`src/hw/rtl/modbus_tcp_read_transaction_engine_defines.svh`:
```
// Assertion macros shared by the Modbus TCP read transaction engine RTL.
// Every macro expects a clock named clk and a synchronous reset named rst.
`ifndef MODBUS_TCP_READ_TRANSACTION_ENGINE_DEFINES_SVH
`define MODBUS_TCP_READ_TRANSACTION_ENGINE_DEFINES_SVH

// Same-cycle implication, checked outside reset.
`define MBTRE_ASSERT_NOW(label, ante, cons, msg) \
  label: assert property (@(posedge clk) disable iff (rst) (ante) |-> (cons)) \
    else $error(msg);

// Next-cycle implication, checked outside reset.
`define MBTRE_ASSERT_NEXT(label, ante, cons, msg) \
  label: assert property (@(posedge clk) disable iff (rst) (ante) |=> (cons)) \
    else $error(msg);

`endif

```
`src/hw/rtl/mbtre_pkg.sv`:
```
// Shared types, codes and helpers of the Modbus TCP read transaction engine.
// No dependencies; every other RTL file of the block refers to it by scope.
package mbtre_pkg;

  localparam int TAG_BITS = 16;

  // Request item kinds.
  localparam logic [1:0] REQ_READ = 2'd0;
  localparam logic [1:0] REQ_BYTE = 2'd1;
  localparam logic [1:0] REQ_TICK = 2'd2;
  localparam logic [1:0] REQ_LINK = 2'd3;

  // Result kinds.
  localparam logic [1:0] KIND_TX   = 2'd0;
  localparam logic [1:0] KIND_GOOD = 2'd1;
  localparam logic [1:0] KIND_BAD  = 2'd2;

  // Data types.
  localparam logic [2:0] DT_UINT16  = 3'd0;
  localparam logic [2:0] DT_INT16   = 3'd1;
  localparam logic [2:0] DT_UINT32  = 3'd2;
  localparam logic [2:0] DT_INT32   = 3'd3;
  localparam logic [2:0] DT_FLOAT32 = 3'd4;

  // Failure causes.
  localparam logic [2:0] CAUSE_NONE      = 3'd0;
  localparam logic [2:0] CAUSE_EXCEPTION = 3'd1;
  localparam logic [2:0] CAUSE_SHORT     = 3'd2;
  localparam logic [2:0] CAUSE_TIMEOUT   = 3'd3;
  localparam logic [2:0] CAUSE_LINK      = 3'd4;

  localparam logic [15:0] TIMEOUT_RESET  = 16'd1000;
  localparam logic [3:0]  FRAME_LAST_IDX = 4'd11;
  localparam int          JOBQ_DEPTH     = 4;

  typedef struct packed {
    logic [1:0]          req_type;
    logic [7:0]          rx_byte;
    logic [7:0]          unit_id;
    logic [7:0]          function_code;
    logic [15:0]         reg_address;
    logic [2:0]          data_fmt;
    logic                swap_words;
    logic [TAG_BITS-1:0] tag_id;
  } item_t;

  typedef struct packed {
    logic [1:0]          out_kind;
    logic [7:0]          tx_byte;
    logic                frame_last;
    logic [TAG_BITS-1:0] result_tag;
    logic [31:0]         value_bits;
    logic [2:0]          value_type;
    logic [2:0]          fail_cause;
  } result_t;

  // One unit of work for the back end: a request frame to send, or a single value.
  typedef struct packed {
    logic [1:0]          kind;
    logic [15:0]         tid;
    logic [7:0]          unit_id;
    logic [7:0]          func;
    logic [15:0]         addr;
    logic                qty_two;
    logic [TAG_BITS-1:0] tag;
    logic [31:0]         bits;
    logic [2:0]          vtype;
    logic [2:0]          cause;
  } job_t;

  typedef enum logic {
    BK_IDLE,
    BK_FRAME
  } back_state_t;

  // Byte idx of the 12-byte request frame (MBAP header and read PDU).
  function automatic logic [7:0] frame_byte(job_t j, logic [3:0] idx);
    logic [7:0] b;
    b = 8'd0;
    unique case (idx)
      4'd0:    b = j.tid[15:8];
      4'd1:    b = j.tid[7:0];
      4'd5:    b = 8'd6;
      4'd6:    b = j.unit_id;
      4'd7:    b = j.func;
      4'd8:    b = j.addr[15:8];
      4'd9:    b = j.addr[7:0];
      4'd11:   b = j.qty_two ? 8'd2 : 8'd1;
      default: b = 8'd0;
    endcase
    return b;
  endfunction

endpackage

```
`src/hw/rtl/modbus_tcp_read_transaction_engine.sv`:
```
// Top level of the Modbus TCP read transaction engine.
// Depends on mbtre_pkg, mbtre_front, mbtre_jobq and mbtre_back.

// This block runs the client side of one Modbus TCP read (function 3 or 4) at a
// time. An item is taken on every cycle in which push is high and full is low;
// each item is handled by the front end, which owns all the transaction state:
// the request counter, the pending read, the tick counter and the byte deframer.
// A valid read request taken while no read is pending turns into a 12-byte MBAP
// frame; a complete reply, timeout or link loss turns into one good or bad
// value, and other items produce nothing. The work goes through a four-entry
// job queue to the back end, which drives the result ports and delivers one
// transfer per cycle while results are popped, so a read request occupies the
// result side while bytes and ticks keep flowing in behind it; full rises only
// when the job queue fills. Results leave in the order their items arrived and
// are taken with pop while empty is low. The timeout register resets to 1000
// ticks and is written with cfg_we; write it only while the block is idle.
module modbus_tcp_read_transaction_engine (
  input  logic                clk,
  input  logic                rst,
  input  logic                push,
  output logic                full,
  input  mbtre_pkg::item_t    item,
  output logic                empty,
  input  logic                pop,
  output mbtre_pkg::result_t  result,
  input  logic                cfg_we,
  input  logic [15:0]         cfg_wdata
);

  logic            accept;
  logic            job_valid;
  mbtre_pkg::job_t job;
  logic            q_full;
  logic            q_empty;
  logic            q_pop;
  mbtre_pkg::job_t q_job;

  // Every accepted item yields at most one job, so gating on a free queue
  // slot is all the back pressure the front end needs.
  assign full   = q_full;
  assign accept = push && !q_full;

  mbtre_front u_front (
    .clk       (clk),
    .rst       (rst),
    .accept    (accept),
    .item      (item),
    .cfg_we    (cfg_we),
    .cfg_wdata (cfg_wdata),
    .job_valid (job_valid),
    .job       (job)
  );

  mbtre_jobq u_jobq (
    .clk    (clk),
    .rst    (rst),
    .wr_en  (job_valid),
    .wr_job (job),
    .full   (q_full),
    .rd_en  (q_pop),
    .rd_job (q_job),
    .empty  (q_empty)
  );

  mbtre_back u_back (
    .clk     (clk),
    .rst     (rst),
    .q_empty (q_empty),
    .q_job   (q_job),
    .q_pop   (q_pop),
    .pop     (pop),
    .empty   (empty),
    .result  (result)
  );

endmodule

```
`src/hw/rtl/mbtre_front.sv`:
```
// Front end: accepts items, tracks the transaction state and deframes replies.
// Depends on mbtre_pkg; emits at most one job per accepted item.
module mbtre_front (
  input  logic               clk,
  input  logic               rst,
  input  logic               accept,
  input  mbtre_pkg::item_t   item,
  input  logic               cfg_we,
  input  logic [15:0]        cfg_wdata,
  output logic               job_valid,
  output mbtre_pkg::job_t    job
);

  logic [15:0] timeout;
  logic [15:0] txn_ctr, txn_ctr_next;
  logic        waiting, waiting_next;
  logic [15:0] pend_txn, pend_txn_next;
  logic [mbtre_pkg::TAG_BITS-1:0] pend_tag, pend_tag_next;
  logic [2:0]  pend_type, pend_type_next;
  logic        pend_order, pend_order_next;
  logic [15:0] elapsed, elapsed_next;
  logic [16:0] rx_pos, rx_pos_next;
  logic [7:0]  hdr [9];
  logic [7:0]  hdr_next [9];
  logic [7:0]  regs [4];
  logic [7:0]  regs_next [4];

  logic [15:0] ctr_inc;
  logic [16:0] pos_inc;
  logic [15:0] frame_len;
  logic [15:0] w0, w1;
  logic [7:0]  count;
  logic [7:0]  need;

  always_comb begin
    txn_ctr_next    = txn_ctr;
    waiting_next    = waiting;
    pend_txn_next   = pend_txn;
    pend_tag_next   = pend_tag;
    pend_type_next  = pend_type;
    pend_order_next = pend_order;
    elapsed_next    = elapsed;
    rx_pos_next     = rx_pos;
    hdr_next        = hdr;
    regs_next       = regs;
    job_valid       = 1'b0;
    job             = '0;
    ctr_inc         = txn_ctr + 16'd1;
    pos_inc         = rx_pos + 17'd1;
    frame_len       = 16'd0;
    w0              = 16'd0;
    w1              = 16'd0;
    count           = 8'd0;
    need            = 8'd0;

    if (accept) begin
      unique case (item.req_type)
        mbtre_pkg::REQ_READ: begin
          if (!waiting && item.data_fmt <= mbtre_pkg::DT_FLOAT32) begin
            txn_ctr_next    = (ctr_inc == 16'd0) ? 16'd1 : ctr_inc;
            pend_txn_next   = txn_ctr_next;
            pend_tag_next   = item.tag_id;
            pend_type_next  = item.data_fmt;
            pend_order_next = item.swap_words;
            elapsed_next    = 16'd0;
            waiting_next    = 1'b1;
            job_valid       = 1'b1;
            job.kind        = mbtre_pkg::KIND_TX;
            job.tid         = txn_ctr_next;
            job.unit_id     = item.unit_id;
            job.func        = item.function_code;
            job.addr        = item.reg_address;
            job.qty_two     = (item.data_fmt > mbtre_pkg::DT_INT16);
          end
        end
        mbtre_pkg::REQ_BYTE: begin
          for (int i = 0; i < 9; i++) begin
            if (rx_pos == 17'(i)) hdr_next[i] = item.rx_byte;
          end
          for (int i = 0; i < 4; i++) begin
            if (rx_pos == 17'(i + 9)) regs_next[i] = item.rx_byte;
          end
          rx_pos_next = pos_inc;
          frame_len   = {hdr_next[4], hdr_next[5]};
          count       = hdr_next[8];
          need        = (pend_type <= mbtre_pkg::DT_INT16) ? 8'd2 : 8'd4;
          w0          = {regs_next[0], regs_next[1]};
          w1          = {regs_next[2], regs_next[3]};
          if (pos_inc >= 17'(frame_len) + 17'd6) begin
            rx_pos_next = 17'd0;
            // Short frames, foreign protocols and stale transactions vanish.
            if (pos_inc >= 17'd9 && hdr_next[2] == 8'd0 && hdr_next[3] == 8'd0 &&
                waiting && {hdr_next[0], hdr_next[1]} == pend_txn) begin
              waiting_next = 1'b0;
              job_valid    = 1'b1;
              job.tag      = pend_tag;
              job.vtype    = pend_type;
              if (hdr_next[7][7]) begin
                job.kind  = mbtre_pkg::KIND_BAD;
                job.cause = mbtre_pkg::CAUSE_EXCEPTION;
              end else if (pos_inc < 17'd9 + 17'(count) || count < need) begin
                job.kind  = mbtre_pkg::KIND_BAD;
                job.cause = mbtre_pkg::CAUSE_SHORT;
              end else begin
                job.kind = mbtre_pkg::KIND_GOOD;
                if (pend_type == mbtre_pkg::DT_UINT16) begin
                  job.bits = {16'd0, w0};
                end else if (pend_type == mbtre_pkg::DT_INT16) begin
                  job.bits = {{16{w0[15]}}, w0};
                end else begin
                  job.bits = pend_order ? {w1, w0} : {w0, w1};
                end
              end
            end
          end
        end
        mbtre_pkg::REQ_TICK: begin
          if (waiting) begin
            elapsed_next = (elapsed != 16'hFFFF) ? elapsed + 16'd1 : elapsed;
            if (elapsed_next >= timeout) begin
              waiting_next = 1'b0;
              job_valid    = 1'b1;
              job.kind     = mbtre_pkg::KIND_BAD;
              job.tag      = pend_tag;
              job.vtype    = pend_type;
              job.cause    = mbtre_pkg::CAUSE_TIMEOUT;
            end
          end
        end
        mbtre_pkg::REQ_LINK: begin
          rx_pos_next = 17'd0;
          if (waiting) begin
            waiting_next = 1'b0;
            job_valid    = 1'b1;
            job.kind     = mbtre_pkg::KIND_BAD;
            job.tag      = pend_tag;
            job.vtype    = pend_type;
            job.cause    = mbtre_pkg::CAUSE_LINK;
          end
        end
      endcase
    end
  end

  always_ff @(posedge clk) begin
    if (rst) begin
      timeout    <= mbtre_pkg::TIMEOUT_RESET;
      txn_ctr    <= 16'd0;
      waiting    <= 1'b0;
      pend_txn   <= 16'd0;
      pend_tag   <= '0;
      pend_type  <= 3'd0;
      pend_order <= 1'b0;
      elapsed    <= 16'd0;
      rx_pos     <= 17'd0;
      for (int i = 0; i < 9; i++) hdr[i] <= 8'd0;
      for (int i = 0; i < 4; i++) regs[i] <= 8'd0;
    end else begin
      if (cfg_we) timeout <= cfg_wdata;
      txn_ctr    <= txn_ctr_next;
      waiting    <= waiting_next;
      pend_txn   <= pend_txn_next;
      pend_tag   <= pend_tag_next;
      pend_type  <= pend_type_next;
      pend_order <= pend_order_next;
      elapsed    <= elapsed_next;
      rx_pos     <= rx_pos_next;
      hdr        <= hdr_next;
      regs       <= regs_next;
    end
  end

endmodule

```
`src/hw/rtl/mbtre_jobq.sv`:
```
// Short job queue that decouples the front end from the back end.
// Depends on mbtre_pkg for the job type and depth.
module mbtre_jobq (
  input  logic            clk,
  input  logic            rst,
  input  logic            wr_en,
  input  mbtre_pkg::job_t wr_job,
  output logic            full,
  input  logic            rd_en,
  output mbtre_pkg::job_t rd_job,
  output logic            empty
);

  localparam int PtrBits = $clog2(mbtre_pkg::JOBQ_DEPTH);

  mbtre_pkg::job_t       mem [mbtre_pkg::JOBQ_DEPTH];
  logic [PtrBits-1:0]    wr_ptr, rd_ptr;
  logic [PtrBits:0]      fill;

  assign full   = (fill == (PtrBits + 1)'(mbtre_pkg::JOBQ_DEPTH));
  assign empty  = (fill == '0);
  assign rd_job = mem[rd_ptr];

  always_ff @(posedge clk) begin
    if (wr_en && !full) mem[wr_ptr] <= wr_job;
  end

  always_ff @(posedge clk) begin
    if (rst) begin
      wr_ptr <= '0;
      rd_ptr <= '0;
      fill   <= '0;
    end else begin
      if (wr_en && !full) wr_ptr <= wr_ptr + PtrBits'(1);
      if (rd_en && !empty) rd_ptr <= rd_ptr + PtrBits'(1);
      fill <= fill + (PtrBits + 1)'(wr_en && !full) - (PtrBits + 1)'(rd_en && !empty);
    end
  end

endmodule

```
`src/hw/rtl/mbtre_back.sv`:
```
// Back end: turns jobs into result transfers and holds the output register.
// Depends on mbtre_pkg and the shared assertion macro header.
`include "modbus_tcp_read_transaction_engine_defines.svh"

module mbtre_back (
  input  logic                clk,
  input  logic                rst,
  input  logic                q_empty,
  input  mbtre_pkg::job_t     q_job,
  output logic                q_pop,
  input  logic                pop,
  output logic                empty,
  output mbtre_pkg::result_t  result
);

  mbtre_pkg::back_state_t state, state_next;
  mbtre_pkg::job_t        cur;
  mbtre_pkg::result_t     out_q, out_d;
  logic                   out_valid;
  logic [3:0]             idx, idx_next;
  logic                   out_free;
  logic                   load;

  assign out_free = !out_valid || pop;
  assign empty    = !out_valid;
  assign result   = out_q;

  always_comb begin
    state_next = state;
    unique case (state)
      mbtre_pkg::BK_IDLE: begin
        if (out_free && !q_empty && q_job.kind == mbtre_pkg::KIND_TX) begin
          state_next = mbtre_pkg::BK_FRAME;
        end
      end
      mbtre_pkg::BK_FRAME: begin
        if (out_free && idx == mbtre_pkg::FRAME_LAST_IDX) state_next = mbtre_pkg::BK_IDLE;
      end
    endcase
  end

  always_comb begin
    q_pop    = 1'b0;
    load     = 1'b0;
    idx_next = idx;
    out_d    = '0;
    unique case (state)
      mbtre_pkg::BK_IDLE: begin
        if (out_free && !q_empty) begin
          q_pop = 1'b1;
          load  = 1'b1;
          if (q_job.kind == mbtre_pkg::KIND_TX) begin
            out_d.out_kind = mbtre_pkg::KIND_TX;
            out_d.tx_byte  = mbtre_pkg::frame_byte(q_job, 4'd0);
            idx_next       = 4'd1;
          end else begin
            out_d.out_kind   = q_job.kind;
            out_d.result_tag = q_job.tag;
            out_d.value_bits = q_job.bits;
            out_d.value_type = q_job.vtype;
            out_d.fail_cause = q_job.cause;
          end
        end
      end
      mbtre_pkg::BK_FRAME: begin
        if (out_free) begin
          load             = 1'b1;
          out_d.out_kind   = mbtre_pkg::KIND_TX;
          out_d.tx_byte    = mbtre_pkg::frame_byte(cur, idx);
          out_d.frame_last = (idx == mbtre_pkg::FRAME_LAST_IDX);
          idx_next         = idx + 4'd1;
        end
      end
    endcase
  end

  always_ff @(posedge clk) begin
    if (q_pop) cur <= q_job;
    if (load) out_q <= out_d;
  end

  always_ff @(posedge clk) begin
    if (rst) begin
      state     <= mbtre_pkg::BK_IDLE;
      idx       <= 4'd0;
      out_valid <= 1'b0;
    end else begin
      state     <= state_next;
      idx       <= idx_next;
      out_valid <= load || (out_valid && !pop);
    end
  end

  `MBTRE_ASSERT_NEXT(a_last_byte_marked,
    state == mbtre_pkg::BK_FRAME && out_free && idx == mbtre_pkg::FRAME_LAST_IDX,
    out_valid && out_q.frame_last && out_q.out_kind == mbtre_pkg::KIND_TX,
    "final frame byte not marked")
  `MBTRE_ASSERT_NOW(a_idx_range, state == mbtre_pkg::BK_FRAME,
    idx != 4'd0 && idx <= mbtre_pkg::FRAME_LAST_IDX, "frame byte index out of range")
  `MBTRE_ASSERT_NOW(a_no_pop_in_frame, state == mbtre_pkg::BK_FRAME, !q_pop,
    "job queue popped while a frame is still being sent")

endmodule
```
`config.mk`:
```
export PLATFORM = sky130hd
export DESIGN_NAME = modbus_tcp_read_transaction_engine
export DESIGN_NICKNAME = d
export VERILOG_FILES = /design/src/hw/rtl/mbtre_pkg.sv /design/src/hw/rtl/modbus_tcp_read_transaction_engine.sv /design/src/hw/rtl/mbtre_front.sv /design/src/hw/rtl/mbtre_jobq.sv /design/src/hw/rtl/mbtre_back.sv
export VERILOG_INCLUDE_DIRS = /design/src /design/src/hw/rtl
export SDC_FILE = /design/constraint.sdc
export NUM_CORES = 1
export LEC_CHECK = 0
export BUFFER_PORTS_ARGS = -buffer_cell sky130_fd_sc_hd__buf_4
export CAP_MARGIN = 20
export CORE_MARGIN = 2
export CORE_UTILIZATION = 56
export CTS_BUF_LIST = sky130_fd_sc_hd__clkbuf_16
export DETAILED_ROUTE_END_ITERATION = 12
export HOLD_SLACK_MARGIN = 0.05
export PLACE_DENSITY_LB_ADDON = 0.2
export RECOVER_POWER = 100
export SKIP_LAST_GASP = 1
export SLEW_MARGIN = 40
export SYNTH_ARGS = -nofsm -noshare
export SYNTH_HDL_FRONTEND = slang
export SYNTH_SLANG_ARGS = --single-unit
```
`constraint.sdc`:
```
create_clock -name clk -period 7.21 [get_ports clk]
set_input_delay 0 -clock clk [delete_from_list [all_inputs] [get_ports clk]]
set_output_delay 0 -clock clk [all_outputs]
set_load 0.03 [all_outputs]
```
==> flow_summary.json <==
{
  "status": "complete, but fails checks",
  "violations": "capacitance limit, slew limit",
  "diodes": 0,
  "fmax_mhz": 154,
  "synthArstFlopShare_pct": 0,
  "drive_above_1_share_pct": 13.1,
  "yosys_most_used_dff": "edfxtp_1",
  "tns_ns": 0,
  "endpoint_kind": "flop",
  "max_stage_delay_ns": 0.48,
  "dp_slack_ns": 0.926,
  "crit_type": "reg -> reg",
  "num_vias": 21000,
  "timing.final.crit_period_ns": 6.50,
  "ioPinCount": 150,
  "die_x_um": 243,
  "synth_seq_cells": 724,
  "crit_chain": "nor4_4 -> and4_1 -> nand3_1 -> buf_4 -> mux2i_1 -> o21a_1 -> a21boi_0 -> nand2_1 -> xnor2_1 -> mux2i_1 -> ha_1 -> nand4_1 -> nor4_1 -> a211o_1 -> a211oi_1 -> a21oi_1 -> nand4_1 -> a31oi_4 -> and2_4 -> buf_6",
  "drt_iter0_drc": 1956,
  "portBuffers": 149,
  "syn-num-nets": 2620,
  "place_area_um2": 33700,
  "drv_slew": 468,
  "syn_avg_cell_area_um2": 12.9,
  "grt_use_total_pct": 26.0,
  "clk_pin_slew_ns": 0.06,
  "die_h_um": 243,
  "cts.repair.resized": 0,
  "numCtsBuffers": 74,
  "routedWlPerCell_um": 21.8,
  "arrival_ns": 6.73,
  "worst_slack_ns": 0.710,
  "post_cts_buffers": 0,
  "skew_ns": 0.0209,
  "clk_latency_ns": 0.61,
  "crit_path_start_kind": "flop",
  "synth.most_common_cell": "edfxtp_1",
  "cts_root_buffer": "clkbuf_16",
  "cp.required_ns": 7.44,
  "crit_fanout": 46,
  "ys_types": 79,
  "clock-sinks": 724,
  "r2r_slack_ns": 0.71,
  "period_share_pct": 90.2,
  "rr_endpoint": "u_jobq.mem[1][32]",
  "grt_pass1_wl_mm": 120,
  "viasPerCell": 6.02,
  "cts_buffer_depth": 3,
  "synthToLayoutAreaGrowth_pct": 15.0,
  "p_leak_nw": 12.8,
  "place.gp.congestion": 0.882,
  "dr.pass1.iters": 6,
  "cts_tree": "built",
  "r2r-start": "u_front.rx_pos[9]",
  "hold_path_class": "in -> reg",
  "min_to": "u_front.waiting",
  "yosysTopAreaCellShare_pct": 50.3,
  "cp_slowest_cell": "a21boi_0",
  "initial_core_util_pct": 56.6,
  "synth_area_um2": 31900,
  "rsz0062_at_grt": "false",
  "reg2reg_depth": 20,
  "wirelength_mm": 76.1,
  "synth_edf_count": 534,
  "grt_pass1_vias": 21000,
  "setup_viol": 0,
  "hp-start": "push",
  "total_power_mw": 11.3,
  "htreeDepth": 3,
  "syn_inst": 2477,
  "maxCapViolCount": 10,
  "ys_warn_count": 0,
  "row_count": 87,
  "peakVddDrop_v": 0.000214,
  "postLayoutCellArea_um2": 36600,
  "ys_top_cells_by_count": "edfxtp_1 (534), nand2_1 (275), dfxtp_1 (190)",
  "drc": 0,
  "fin_nets": 2818,
  "hold_path_depth": 3,
  "die_area_um2": 58800,
  "grt_max_degree": 95,
  "whs_ns": 0.118,
  "dpl.hpwl_mm": 47.5,
  "yosysTopAreaCell": "edfxtp_1",
  "finalHoldViolCount": 0,
  "antenna_found_initial": 0,
  "grt_overflow": 0,
  "synth_area_leaders": "edfxtp_1 (50%), dfxtp_1 (12%), mux4_2 (7.4%)",
  "slew_headroom_pct": -178,
  "worst_pin_slew_ns": 4.17,
  "fp.coreArea_um2": 56300,
  "drtAntennaViolNets": 0,
  "synth_seq_area_share_pct": 62.3,
  "powerDensity_nw_per_um2": 308
}
[repair_timing]
action | in CTS | in global routing
setup endpoints to repair | 0 | 0
endpoints found under the hold margin | 299 | 0
hold buffers | 103 | 0
[state kept, by name, indices dropped and copies added (netlist names), named ones only]
register and flops:
u_front.timeout 16, u_front.pend_order 1, u_front.txn_ctr 16, u_front.elapsed 16, u_jobq.rd_ptr 2, u_back.idx 4, u_back.cur 49, u_front.rx_pos 17
u_jobq.fill 3, u_back.out_valid 1, u_back.state 1, u_front.hdr 57, u_front.pend_type 3, u_front.waiting 1, u_jobq.mem 420, u_jobq.wr_ptr 2
u_front.pend_tag 16, u_back.result 65, u_front.regs 32
[worst max-delay path: cells and delay by family (launching register included)]
kind,cells,cell delay (ns)
compound gates,6,1.82
flops,1,0.42
fa+ha+maj,1,0.33
simple gates,8,2.21
mux,2,0.45
xor+xnor,1,0.16
buf+inv,2,0.68
[per-stage QoR]
stage,std cells,utilization [%]
4_1_cts,3490,65.9
6_report,3490,65.1
3_5_place_dp,3252,59.9
5_1_grt,3490,65.1
3_3_place_gp,3249,59.8
2_1_floorplan,2477,-
[worst max path at each step]
stage                       from           endpoint  slack, ns
3_3_place_gp   u_front.rx_pos[9]  u_jobq.mem[3][62]       1.09
2_1_floorplan  u_front.rx_pos[9]   u_jobq.mem[2][0]       0.03
3_5_place_dp   u_front.rx_pos[9]  u_jobq.mem[3][67]       0.93
5_1_grt        u_front.rx_pos[9]  u_jobq.mem[1][32]       0.20
4_1_cts        u_front.rx_pos[9]  u_jobq.mem[3][70]       0.91
6_report       u_front.rx_pos[9]  u_jobq.mem[1][32]       0.71
[final cells by class]
type | count | area [µm²]
sequential | 724 | 19800
fill | 4110 | 19600
multi-input combinational | 1536 | 11100
timing repair buffer | 282 | 2190
clock buffer | 75 | 1880
tap | 756 | 946
clock inverter | 60 | 467
inverter | 57 | 214
[metal layers]
| layer | GRT usage (%) | vias up | routed length, µm |
|---|---|---|---|
| li1 | - | 9624 | - |
| met1 | 36.4 | 10500 | 32500 |
| met2 | 42.5 | 781 | 36500 |
| met3 | 3.90 | 148 | 5290 |
| met4 | 7.88 | 0 | 1910 |
| met5 | 0 | - | 0 |
[cells in the final DEF (no fill, tap or decap), types with 13 or more instances in the layout]
master,Yosys,routed
mux2i_1,57,57
o22ai_1,21,21
edfxtp_1,534,534
nor3_1,35,45
a21oi_1,159,159
mux4_2,105,105
dlygate4sd3_1,0,103
mux2_2,14,14
dfxtp_1,190,189
xnor2_1,56,56
ha_1,59,58
nand4_1,35,36
o21ai_0,58,57
clkinv_2,0,14
a22oi_1,40,40
and3_1,65,65
xor2_1,30,30
a21o_1,14,14
clkbuf_1,130,79
a211oi_1,12,13
clkbuf_16,0,75
o211ai_1,26,26
nand2_1,275,274
nor2_1,189,186
and2_0,0,51
buf_4,0,87
nand3_1,49,49
inv_1,54,75
[report_power, final]
| part | leakage, nW | total, mW | switching (mW) | internal [mW] |
|---|---|---|---|---|
| registers | 6.63 | 5.33 | 0.218 | 5.11 |
| logic | 4.92 | 2.26 | 1.47 | 0.788 |
| clock network | 1.23 | 3.70 | 1.58 | 2.12 |
| total | 12.8 | 11.3 | 3.27 | 8.01 |
[cell families (layout without fill, tap and decap cells)]
| kind of cell | Yosys count | in the layout | synth area share, % |
|---|---|---|---|
| AOI/OAI and AO/OA | 401 | 401 | 7.93 |
| xor gates and xnor gates | 86 | 86 | 2.36 |
| adders and majority gates | 60 | 60 | 2.38 |
| buffers and inverters | 217 | 474 | 2.67 |
| DFF | 724 | 724 | 62.3 |
| muxes | 177 | 177 | 9.74 |
| and+or+nand+nor | 812 | 812 | 12.6 |
Power figures use the tool's default switching activity.
